### config.mk
export PLATFORM = sky130hd
export DESIGN_NAME = autokey_word_stream_cipher
export DESIGN_NICKNAME = d
export VERILOG_FILES = /design/src/hw/rtl/akw_pkg.sv /design/src/hw/rtl/autokey_word_stream_cipher.sv /design/src/hw/rtl/akw_core.sv
export SDC_FILE = /design/constraint.sdc
export NUM_CORES = 1
export LEC_CHECK = 0
export BUFFER_PORTS_ARGS = -buffer_cell sky130_fd_sc_hd__buf_4
export CAP_MARGIN = 25
export CORE_MARGIN = 2
export CORE_UTILIZATION = 50
export CTS_CLUSTER_DIAMETER = 30
export DETAILED_ROUTE_END_ITERATION = 7
export GPL_TIMING_DRIVEN = 1
export PLACE_DENSITY = 0.72
export SYNTH_ARGS = -nofsm -noshare
export SYNTH_HDL_FRONTEND = slang
export SYNTH_SLANG_ARGS = --single-unit
### constraint.sdc
create_clock -name i_clk -period 10.1 [get_ports i_clk]
set_clock_uncertainty 0.15 [all_clocks]
set_input_delay 1.515 -clock i_clk [delete_from_list [all_inputs] [get_ports i_clk]]
set_output_delay 1.515 -clock i_clk [all_outputs]
set_load 0.01 [all_outputs]
### src/hw/rtl/akw_pkg.sv
// Shared constants for the autokey word stream cipher.
package akw_pkg;

    localparam int WORD_W = 16;
    localparam int POS_W  = 5;

    // Buffer length in words, 1..31
    localparam int WORDS_PER_BUFFER = 20;

    localparam logic [WORD_W-1:0] KEY_START = 16'h0011;
    localparam logic [WORD_W-1:0] KEY_TAP   = 16'h4951;

    typedef enum logic {
        REQ_DECRYPT = 1'b0,
        REQ_ENCRYPT = 1'b1
    } t_req;

endpackage

### src/hw/rtl/autokey_word_stream_cipher.sv
// Top level: input register, key/position state, cipher core, result register.
//
//  channel | valid    | stall    | payload
//  --------+----------+----------+-------------------------------
//  in      | i_valid  | o_stall  | i_req_type, i_data_word
//  out     | o_valid  | i_stall  | o_result_word, o_buffer_last
//
// One word per cycle sustained while the output is not stalled; a word passes
// through the input register, then the key chain into the result register. The key
// register feeds back through the 16-bit XOR chain each cycle a word moves to the result.
// Reset (synchronous, active low) sets the key to 17 and the position to 0.
// Output stall holds the result register and backs up to the input register.
module autokey_word_stream_cipher (
    input  logic                       i_clk,
    input  logic                       i_rst_n,
    input  logic                       i_valid,
    output logic                       o_stall,
    input  logic                       i_req_type,
    input  logic [akw_pkg::WORD_W-1:0] i_data_word,
    output logic                       o_valid,
    input  logic                       i_stall,
    output logic [akw_pkg::WORD_W-1:0] o_result_word,
    output logic                       o_buffer_last
);
    import akw_pkg::*;

    logic              r_in_valid;
    t_req              r_in_type;
    logic [WORD_W-1:0] r_in_word;

    logic [WORD_W-1:0] r_key;
    logic [WORD_W-1:0] n_key;
    logic [POS_W-1:0]  r_pos;
    logic [POS_W-1:0]  n_pos;

    logic              r_out_valid;
    logic [WORD_W-1:0] r_out_word;
    logic              r_out_last;

    logic              out_free;
    logic              advance;
    logic              in_take;
    logic              last;
    logic [POS_W:0]    pos_inc;
    logic [WORD_W-1:0] core_result;
    logic [WORD_W-1:0] core_key;

    assign out_free = !r_out_valid || !i_stall;
    assign advance  = r_in_valid && out_free;
    assign o_stall  = r_in_valid && !out_free;
    assign in_take  = i_valid && !o_stall;

    akw_core u_core (
        .i_key      (r_key),
        .i_req_type (r_in_type),
        .i_data     (r_in_word),
        .o_result   (core_result),
        .o_key      (core_key)
    );

    // Out-of-range position also closes the buffer.
    assign pos_inc = {1'b0, r_pos} + (POS_W+1)'(1);
    assign last    = (pos_inc >= (POS_W+1)'(WORDS_PER_BUFFER));

    always_comb begin
        n_key = r_key;
        n_pos = r_pos;
        if (advance) begin
            if (last) begin
                n_key = KEY_START;
                n_pos = '0;
            end else begin
                n_key = core_key;
                n_pos = pos_inc[POS_W-1:0];
            end
        end
    end

    always_ff @(posedge i_clk) begin
        if (!i_rst_n) begin
            r_in_valid  <= 1'b0;
            r_out_valid <= 1'b0;
            r_key       <= KEY_START;
            r_pos       <= '0;
        end else begin
            r_key <= n_key;
            r_pos <= n_pos;
            if (in_take) begin
                r_in_valid <= 1'b1;
            end else if (advance) begin
                r_in_valid <= 1'b0;
            end
            if (advance) begin
                r_out_valid <= 1'b1;
            end else if (!i_stall) begin
                r_out_valid <= 1'b0;
            end
        end
    end

    always_ff @(posedge i_clk) begin
        if (in_take) begin
            r_in_type <= t_req'(i_req_type);
            r_in_word <= i_data_word;
        end
        if (advance) begin
            r_out_word <= core_result;
            r_out_last <= last;
        end
    end

    assign o_valid       = r_out_valid;
    assign o_result_word = r_out_word;
    assign o_buffer_last = r_out_last;

    // Closing a buffer restarts the key.
    a_key_restart: assert property (@(posedge i_clk) disable iff (!i_rst_n)
        advance && last |=> r_key == KEY_START && r_pos == '0)
        else $error("key not restarted after closing word");

    // Position stays inside the buffer.
    a_pos_range: assert property (@(posedge i_clk) disable iff (!i_rst_n)
        r_pos < POS_W'(WORDS_PER_BUFFER))
        else $error("word position out of range");

    // A held result must not be overwritten.
    a_no_overwrite: assert property (@(posedge i_clk) disable iff (!i_rst_n)
        r_out_valid && i_stall |-> !advance)
        else $error("result register overwritten while stalled");

    // Key only moves when a word passes through the core.
    a_key_hold: assert property (@(posedge i_clk) disable iff (!i_rst_n)
        !advance |=> $stable(r_key))
        else $error("key changed without a word");

endmodule

### src/hw/rtl/akw_core.sv
// Combinational word transform: 16 bit steps of the autokey chain.
module akw_core (
    input  logic [akw_pkg::WORD_W-1:0] i_key,
    input  akw_pkg::t_req              i_req_type,
    input  logic [akw_pkg::WORD_W-1:0] i_data,
    output logic [akw_pkg::WORD_W-1:0] o_result,
    output logic [akw_pkg::WORD_W-1:0] o_key
);
    import akw_pkg::*;

    // Each step is XOR only, so the unrolled chain stays shallow.
    always_comb begin
        logic [WORD_W-1:0] key;
        logic              out_bit;
        logic              ct_bit;
        key      = i_key;
        o_result = '0;
        for (int b = 0; b < WORD_W; b++) begin
            out_bit     = i_data[b] ^ key[0];
            ct_bit      = (i_req_type == REQ_ENCRYPT) ? out_bit : i_data[b];
            o_result[b] = out_bit;
            key         = {1'b0, key[WORD_W-1:1]} ^ (ct_bit ? KEY_TAP : '0);
        end
        o_key = key;
    end

endmodule

### Word level (Yosys, flattened, before mapping)

Cells that the tools add are included.

| cells by class | value |
|---|---|
| $add $sub $neg | 1 |
| magnitude comparators | 1 |
| equality and inequality tests | 1 |
| muxes and demuxes | 38 |
| bitwise operators | 32 |
| reduce and logical (&&, ||, !) cells | 9 |

Operator list:

| operator | number |
|---|---|
| $mux W15 | 16 |
| $xor A15 B16 Y16 | 12 |
| $xor A14 B15 Y15 | 2 |
| $xor A15 B15 Y15 | 2 |
| $mux W1 | 20 |
| $mux W16 | 1 |
| $xor A1 B1 Y1 | 16 |
| $add A5 B1 Y6 const B | 1 |
| $ge A6 B5 Y1 const B | 1 |
| $mux W5 | 1 |
| $logic_not A1 Y1 | 4 |
| $logic_and A1 B1 Y1 | 3 |
| $ne A2 B1 Y1 const B | 1 |
| $reduce_bool A2 Y1 | 1 |
| $logic_or A1 B1 Y1 | 1 |

| storage, ports and cells | value |
|---|---|
| flip-flop bits (word level) | 57 |
| bits of input ports | 21 |
| output and inout bits | 19 |
| logic and storage cells | 90 |

### Longest topological paths before layout

Gate-level depths: netlist (run 1).

| logic depth | value |
|---|---|
| depth in word-level cells | 65 |
| depth in mapped cells | 14 |
| gate-level depth less buffers | 13 |

### Modules after synthesis

Synthesis (run 1) repeated with hierarchy kept, for this count alone.

| unflattened totals | value |
|---|---|
| cell total of the unflattened synthesis | 314 |
| area, all modules | 3836.2 um^2 |

By module, submodules not included:

| module | times used | cells an instance | area an instance (um^2) | seq. area each (um^2) |
|---|---|---|---|---|
| autokey_word_stream_cipher | 1 | 142 | 2063.2 | 1481.4 |
| akw_core | 1 | 172 | 1773.0 | 0.0 |

### Worst setup path after synthesis (run 1)

OpenSTA, ideal clock, no wires.

| timing | value |
|---|---|
| path type | register to register |
| from | register r_in_word[5] |
| to | register r_key[0] |
| library setup time | 0.117 ns |
| arrival | 4.020 ns |
| data required time | 9.833 ns |
| setup slack | 5.813 ns |
| cell stages (with the launch flop) | 14 |
| path buffers | 0 |
| clock period less this slack | 4.287 ns |
| cell sequence | edfxtp_1 xnor2_1 xor3_1 xnor2_1 xnor2_1 xnor3_1 mux2i_4 xnor3_2 xnor2_1 mux2i_4 xnor3_1 mux2i_4 xnor2_1 o22a_1 |

| between the ends | value |
|---|---|
| word-level cells in the longest chain between the ends | 45 |

RTL lines:

| element | line | text |
|---|---|---|
| start, declared | autokey_word_stream_cipher.sv:29 | `logic [WORD_W-1:0] r_in_word;` |
| start signal, assigned | autokey_word_stream_cipher.sv:104 | `r_in_word <= i_data_word;` |
| $xor A1 B1 Y1 | akw_core.sv:19 | `out_bit = i_data[b] ^ key[0];` |
| $mux W1 * | akw_core.sv:20 | `ct_bit = (i_req_type == REQ_ENCRYPT) ? out_bit : i_data[b];` |
| $mux W15 * | akw_core.sv:22 | `key = {1'b0, key[WORD_W-1:1]} ^ (ct_bit ? KEY_TAP : '0);` |
| $xor A15 B16 Y16 * | akw_core.sv:22 |  |
| $xor A1 B1 Y1 | akw_core.sv:19 |  |
| $mux W1 | akw_core.sv:20 |  |
| $mux W15 | akw_core.sv:22 |  |
| $xor A15 B16 Y16 * | akw_core.sv:22 |  |
| [... 29 more ...] | n/a |  |
| $mux W1 | akw_core.sv:20 |  |
| $mux W15 | akw_core.sv:22 |  |
| $xor A14 B15 Y15 * | akw_core.sv:22 |  |
| $xor A1 B1 Y1 | akw_core.sv:19 |  |
| $mux W1 | akw_core.sv:20 |  |
| $mux W15 | akw_core.sv:22 |  |
| $xor A14 B15 Y15 * | akw_core.sv:22 |  |
| $mux W16 * | autokey_word_stream_cipher.sv:69 | `if (last) begin` |
| end signal, assigned | autokey_word_stream_cipher.sv:86 | `r_key <= n_key;` |
| end, declared | autokey_word_stream_cipher.sv:31 | `logic [WORD_W-1:0] r_key;` |

Every way passes the cells marked *; elsewhere a longest branch is shown, timed or not.
A chain may end at the register's enable or synchronous reset.

### Worst setup path after layout (run 1)

| timing | value |
|---|---|
| from | register r_in_type |
| to | register r_key[4] |

| between the ends | value |
|---|---|
| word-level cells in the longest chain between the ends | 64 |

RTL lines:

| element | line | text |
|---|---|---|
| start, declared | autokey_word_stream_cipher.sv:28 | `t_req r_in_type;` |
| start signal, assigned | autokey_word_stream_cipher.sv:103 | `r_in_type <= t_req'(i_req_type);` |
| $mux W1 | akw_core.sv:20 |  |
| $mux W15 | akw_core.sv:22 |  |
| $xor A15 B16 Y16 | akw_core.sv:22 |  |
| $xor A1 B1 Y1 | akw_core.sv:19 |  |
| $mux W1 | akw_core.sv:20 |  |
| $mux W15 | akw_core.sv:22 |  |
| $xor A15 B16 Y16 | akw_core.sv:22 |  |
| $xor A1 B1 Y1 | akw_core.sv:19 |  |
| [... 48 more ...] | n/a |  |
| $mux W1 | akw_core.sv:20 |  |
| $mux W15 | akw_core.sv:22 |  |
| $xor A14 B15 Y15 | akw_core.sv:22 |  |
| $xor A1 B1 Y1 | akw_core.sv:19 |  |
| $mux W1 | akw_core.sv:20 |  |
| $mux W15 | akw_core.sv:22 |  |
| $xor A14 B15 Y15 * | akw_core.sv:22 |  |
| $mux W16 * | autokey_word_stream_cipher.sv:69 |  |

Marked as above.

==> implementation parameters, run 1 <==
Parameter                              Value

Run status
  Run status    finished clean

Route
  Number of nets with antenna violations after detailed routing    0
  Wirelength, routed    6604 µm
  Detailed-route wire length per cell    16.03 µm
  Vias    2152
  DRC violations left    0
  Iter 0 DRT Violations    100
  Via count normalized by instance count    5.223
  Number of detailed-routing iterations run before antenna repair    4

Synthesis
  Unique cell type count in the Yosys netlist    38
  Total standard cell area after synthesis    3412 µm²
  Simple-gate share of the synthesized area    7.481%
  Sequential element share of the synthesized area    42.83%
  Number of warnings printed during yosys synthesis    0
  Xor and xnor area share after synthesis    36.67%
  Share of synthesized area spent on multiplexers    5.464%
  Fraction of the mapped netlist area in compound gates    5.574%
  Post-synthesis area per instance    11.73 µm²
  Synthesized netlist cell count    291
  Largest family of logic cells by synthesized area    XOR/XNOR gates
  Number of register bits inferred by synthesis    56
  Syn_nets    314
  Share of synthesized cell area in full adder, half adder and majority cells    0.7334%

Timing
  Maximum clock frequency    210.1 MHz
  Final setup violation count    0
  Final TNS setup    0 ps
  Share of the clock period used by the worst path    47.12%
  Unrepaired setup endpoints after global routing    false
  Final-report max-slew violation count    0
  Slew @ Worst Pin    837.0 ps
  Hold violation count in the final report    0
  Worst slew margin relative to its limit    44.14%
  Time the final worst path needs with I/O delays and setup    4760 ps

Global route
  Remaining Overflow, GRT    0
  Global-route usage over all layers    19.41%
  Vias in the first global route    2190
  Global-route wire length before repair    10980 µm
  Initial antenna violation count    0
  Largest net degree at the start of global routing    20

Floorplanning
  Horiz. Die Dim    86.61 µm
  IO Count    40
  Count of standard-cell rows    30
  Effective utilization at floorplan    51.07%
  Chip Height    86.61 µm
  Die area    7500 µm²
  Area of the core    6681 µm²

Worst setup path
  Worst path arrival time    4820 ps
  Critical Path Sink Type    flip-flop
  Largest driver fanout on the critical path    15
  Kind of critical path    reg -> reg
  Data required time at the worst endpoint    10160 ps
  Sort of element at the start of the critical path    flip-flop

Layout
  Area added between synthesis and finish    15.00%
  Ratio of cells with drive above 1 in the final layout    19.28%
  Total Nets Final    354
  Antenna Cells    0

Place
  # port buffers    39
  Estimated wirelength of the detail-placed design    5025 µm
  Last weighted congestion value of the routability-driven placer    0.8268

Clocking
  Cts bufs inserted    5
  CTS resizes    0
  H-tree depth    2
  Post-CTS Repair Setup Buffers    0
  Post-cts hold buffer count    0
  Longest Clk Path Bufs    2
  CTS clk-pin slew, worst paths    100 ps
  Root Driver    sky130_fd_sc_hd__clkbuf_8
  Clk sink count    56
  CTS tree    done
  Clk Latency, worst-skew pair    320 ps

Job
  Number of maximum-capacitance violations    0

Min path
  Worst min path class    reg -> reg
[per-layer routing]
metal	global-route usage [%]	vias up	part of all wire [%]
met5	0	-	0
met3	3.238	10	3.0
li1	-	1056	-
met1	24.05	1048	44
met4	5.966	0	1.9
met2	34.55	38	51
[critical path: stages, from the launching register on]
cell	delay, ps
sky130_fd_sc_hd__edfxtp_1	510
sky130_fd_sc_hd__buf_16	220
sky130_fd_sc_hd__nand2_1	120
sky130_fd_sc_hd__xor2_1	480
sky130_fd_sc_hd__xnor2_1	170
sky130_fd_sc_hd__xnor2_1	350
sky130_fd_sc_hd__xnor3_1	460
sky130_fd_sc_hd__mux2i_4	340
sky130_fd_sc_hd__xnor3_2	370
sky130_fd_sc_hd__xnor2_1	180
sky130_fd_sc_hd__mux2i_4	310
sky130_fd_sc_hd__xnor3_1	420
sky130_fd_sc_hd__mux2i_4	280
sky130_fd_sc_hd__xnor2_1	110
sky130_fd_sc_hd__o22a_1	160
[metrics by stage]
| stage | util (%) | instance area [µm²] | cells | hold WS [ps] | setup WS [ps] |
|---|---|---|---|---|---|
| after floorplan | - | 3412 | 291 | 287.2 | 5813 |
| after global placement | 56.59 | 3781 | 403 | 300.9 | 4980 |
| after detailed placement | 56.59 | 3781 | 403 | 304.6 | 4819 |
| after CTS | 58.31 | 3896 | 411 | 317.6 | 4810 |
| after global routing | 58.73 | 3924 | 412 | 360.6 | 5010 |
| final | 58.73 | 3924 | 412 | 319.1 | 5340 |
[flip-flops by register name (all words and copies together), names as in the netlist]
signal,count
r_in_type,1
o_valid,1
o_buffer_last,1
r_pos,5
r_in_valid,1
o_result_word,16
r_in_word,16
r_key,15
[placed cells by master (no fill, tap or decap), drive strengths merged]
master / count
xnor2: 89
buf: 41
edfxtp: 34
xor2: 26
nand2: 22
dfxtp: 22
o21ai: 17
mux2i: 12
nor2: 10
xnor3: 8
and2: 7
nor2b: 5
a21oi: 5
clkbuf: 5
nand3: 3
inv: 3
a22o: 2
or2: 2
a21boi: 2
a22oi: 2
o22a: 2
ha: 2
and3: 1
nand4: 1
clkinv: 1
xor3: 1
or4: 1
o21a: 1
nor3: 1
nand3b: 1
o31ai: 1
bufinv: 1
clkinvlp: 1
[Yosys cell counts, drive strengths merged]
cell / n / area share, %
and2: 7 / 1.3
edfxtp: 34 / 30
a22o: 2 / 0.51
o22a: 2 / 0.51
o21ai: 17 / 2.5
a22oi: 2 / 0.44
o21a: 1 / 0.22
nand4: 1 / 0.18
nand2: 22 / 2.4
nor3: 1 / 0.15
nand3b: 1 / 0.22
nor2: 10 / 1.1
xnor2: 89 / 24
a21oi: 5 / 0.73
nand3: 3 / 0.44
xor2: 26 / 6.9
clkinv: 1 / 0.11
o31ai: 1 / 0.22
mux2i: 12 / 5.5
or2: 2 / 0.37
a21boi: 2 / 0.44
ha: 2 / 0.73
buf: 4 / 0.48
xor3: 1 / 0.70
and3: 1 / 0.18
xnor3: 8 / 5.4
clkbuf: 4 / 0.44
inv: 2 / 0.22
or4: 1 / 0.22
nor2b: 5 / 0.92
dfxtp: 22 / 13
[cell families after synthesis]
kind of cell / count (synthesis)
AO/OA/AOI/OAI: 32
buffers and inverters: 11
adder cells (fa/ha/maj): 2
multiplexers: 12
XOR/XNOR: 124
AND/OR/NAND/NOR: 54
flip-flops: 56
[path summary, 6_finish.rpt]
check	start	to	slack, ps	cells past startpoint
setup / recovery	r_in_type	r_key[4]	5340	14
hold / removal	r_key[11]	r_key[11]	320	2
setup reg to reg	r_in_type	r_key[4]	5340	14
hold reg to reg	r_key[11]	r_key[11]	320	2
[final cells by class]
| cell class | count | area [µm²] |
|---|---|---|
| Fill cell | 550 | 2758 |
| Multi-Input combinational cell | 224 | 1908 |
| Sequential cell | 56 | 1461 |
| Timing Repair Buffer | 41 | 327.8 |
| Tap cell | 80 | 100.1 |
| Clock buffer | 5 | 68.82 |
| Clock inverter | 3 | 46.29 |
| Inverter | 3 | 11.26 |
Power of run 1 is left out: the tool's default activity adds up to more than one toggle a clock period on the data nets, which glitch-free logic cannot reach.
==> run 2, diff against run 1 <==
--- a/config.mk
+++ b/config.mk
@@ -12,7 +12,7 @@
 export CTS_CLUSTER_DIAMETER = 30
 export DETAILED_ROUTE_END_ITERATION = 7
 export GPL_TIMING_DRIVEN = 1
-export PLACE_DENSITY = 0.72
+export PLACE_DENSITY = 0.75
 export SYNTH_ARGS = -nofsm -noshare
 export SYNTH_HDL_FRONTEND = slang
 export SYNTH_SLANG_ARGS = --single-unit
==> constraint.sdc (replaced) <==
create_clock -name i_clk -period 3.92 [get_ports i_clk]
set_clock_uncertainty 0.15 [all_clocks]
set_input_delay 0.588 -clock i_clk [delete_from_list [all_inputs] [get_ports i_clk]]
set_output_delay 0.588 -clock i_clk [all_outputs]
set_load 0.01 [all_outputs]
==> implementation parameters, run 2 (synthesis gave the netlist of run 1 again) <==
Parameter                              Value

Global route
  Vias in the first global route    2414 (was 2190)
  Global-route usage over all layers    21.60% (was 19.41%)
  Remaining Overflow, GRT    0 (unchanged)
  Global-route wire length before repair    12210 µm (was 10980 µm)
  Initial antenna violation count    0 (unchanged)
  Largest net degree at the start of global routing    20 (unchanged)

Layout
  Total Nets Final    414 (was 354)
  Top library cells by usage in the layout, fill and taps aside    sky130_fd_sc_hd__buf_4 (94), sky130_fd_sc_hd__xnor2_1 (64), sky130_fd_sc_hd__edfxtp_1 (34) (was sky130_fd_sc_hd__xnor2_1 (85), sky130_fd_sc_hd__buf_4 (40), sky130_fd_sc_hd__edfxtp_1 (34))
  Multi-input combinational cell area    2242 µm² (was 1908 µm²)
  Ratio of cells with drive above 1 in the final layout    41.33% (was 19.28%)
  Fill cell total of the finished layout    466 (was 550)
  Area added between synthesis and finish    37.95% (was 15.00%)
  Most common library cell in the layout ignoring fill and taps    sky130_fd_sc_hd__buf_4 (was sky130_fd_sc_hd__xnor2_1)
  Register area    1463 µm² (was 1461 µm²)
  Antenna Cells    0 (unchanged)
  Post-layout utilization of the core    70.45% (was 58.73%)

Worst setup path
  Worst path arrival time    4290 ps (was 4820 ps)
  Largest driver fanout on the critical path    4 (was 15)
  Data required time at the worst endpoint    3990 ps (was 10160 ps)
  Sort of element at the start of the critical path    flip-flop (unchanged)
  Kind of critical path    reg -> reg (unchanged)
  Flop2flop setup slack    -300 ps (was 5340 ps)
  Critical Path Sink Type    flip-flop (unchanged)

Timing
  Fin worst setup slack    -299.3 ps (was 5340 ps)
  Share of the clock period used by the worst path    107.6% (was 47.12%)
  Final TNS setup    -3488 ps (was 0 ps)
  Unrepaired setup endpoints after global routing    true (was false)
  Final-report max-slew violation count    0 (unchanged)
  Hold violation count in the final report    0 (unchanged)
  Slew @ Worst Pin    709.6 ps (was 837.0 ps)
  Maximum clock frequency    237.0 MHz (was 210.1 MHz)
  Worst slew margin relative to its limit    52.64% (was 44.14%)
  Final setup violation count    18 (was 0)
  Time the final worst path needs with I/O delays and setup    4219 ps (was 4760 ps)

Clocking
  CTS tree    done (unchanged)
  H-tree depth    2 (unchanged)
  Clk Latency, worst-skew pair    320 ps (about the same)
  Longest Clk Path Bufs    2 (unchanged)
  CTS clk-pin slew, worst paths    100 ps (about the same)
  Root Driver    sky130_fd_sc_hd__clkbuf_8 (unchanged)
  Clk sink count    56 (unchanged)
  Cts bufs inserted    5 (unchanged)

Route
  DRC violations left    0 (unchanged)
  Detailed-route wire length per cell    18.10 µm (was 16.03 µm)
  Wirelength, routed    8545 µm (was 6604 µm)
  Number of nets with antenna violations after detailed routing    0 (unchanged)
  Vias    2493 (was 2152)
  Via count normalized by instance count    5.282 (was 5.223)
  Number of detailed-routing iterations run before antenna repair    4 (unchanged)
  Iter 0 DRT Violations    182 (was 100)

Floorplanning
  IO Count    40 (unchanged)
  Die area    7500 µm² (unchanged)
  Area of the core    6681 µm² (unchanged)
  Horiz. Die Dim    86.61 µm (unchanged)
  Effective utilization at floorplan    51.07% (unchanged)
  Count of standard-cell rows    30 (unchanged)
  Chip Height    86.61 µm (unchanged)

Run status
  Run status    finished with violations (was finished clean)
  Violations in the final reports    negative setup slack

Min path
  Worst min path class    in -> reg (was reg -> reg)

Place
  Last weighted congestion value of the routability-driven placer    0.9426 (was 0.8268)
  # port buffers    39 (unchanged)
  Estimated wirelength of the detail-placed design    5689 µm (was 5025 µm)

Job
  Number of maximum-capacitance violations    0 (unchanged)
-- run 2: changes by cell type in the layout (fill, tap and decap cells not counted), sizes merged --
cell	previous run	this run
bufinv	1	0
buf	41	101
clkinv	1	2
clkbuf	5	6
clkinvlp	1	0
-- run 2: routing by layer --
| metal | global-route usage (%) | vias to the layer above | routed length [µm] |
|---|---|---|---|
| met2 | 35.38 | 91 | 4155 |
| met1 | 28.63 | 1205 | 3577 |
| met3 | 3.619 | 22 | 548 |
| li1 | - | 1175 | - |
| met5 | 0 | - | 0 |
| met4 | 8.523 | 0 | 263 |
-- run 2: through the flow --
| stage | hold slack (ps) | instances | cell area, µm² | setup slack, ps |
|---|---|---|---|---|
| detailed placement | 309.4 | 442 | 4128 | -119.2 |
| global placement | 304.7 | 442 | 4128 | -21.88 |
| finish | 291.7 | 472 | 4707 | -299.3 |
| global route | 277.7 | 472 | 4707 | -409.2 |
| floorplan | 287.2 | 291 | 3470 | -54.07 |
| CTS | 284.0 | 462 | 4425 | -21.78 |
-- run 2: what timing repair did --
item                                    in CTS  in global routing
endpoints found under the setup margin       6                 18
pin swaps                                    9                  8
endpoints found under the hold margin        0                  0
gates resized for setup                     18                 30
buffers inserted                            12                 11
hold buffers                                 0                  0
-- run 2: final timing paths --
kind | cells past startpoint | to | startpoint
min reg2reg | 2 | r_key[11] | r_key[11]
max reg2reg | 14 | r_key[0] | r_key[0]
max | 14 | r_key[0] | r_key[0]
min | 1 | r_in_word[6] | i_data_word[6]
-- run 2: layout make-up --
class / count / area share [%]
Sequential cell: 56 / 31.07
Inverter: 3 / 0.2658
Tap cell: 80 / 2.127
Clock inverter: 2 / 0.2392
Clock buffer: 6 / 1.994
Multi-Input combinational cell: 224 / 47.63
Timing Repair Buffer: 101 / 16.67
-- run 2: worst max-delay path, stage by stage, from the launching register on --
cell,delay [ps]
sky130_fd_sc_hd__dfxtp_2,350
sky130_fd_sc_hd__xnor3_2,500
sky130_fd_sc_hd__xor2_4,270
sky130_fd_sc_hd__xnor3_1,360
sky130_fd_sc_hd__nor2_1,180
sky130_fd_sc_hd__xnor2_1,150
sky130_fd_sc_hd__xnor2_1,280
sky130_fd_sc_hd__xnor3_2,460
sky130_fd_sc_hd__xnor2_4,170
sky130_fd_sc_hd__mux2i_4,180
sky130_fd_sc_hd__xnor3_1,470
sky130_fd_sc_hd__mux2i_4,190
sky130_fd_sc_hd__buf_6,140
sky130_fd_sc_hd__xnor2_1,80
sky130_fd_sc_hd__o22a_1,160
Power of run 2 is left out for the same reason.
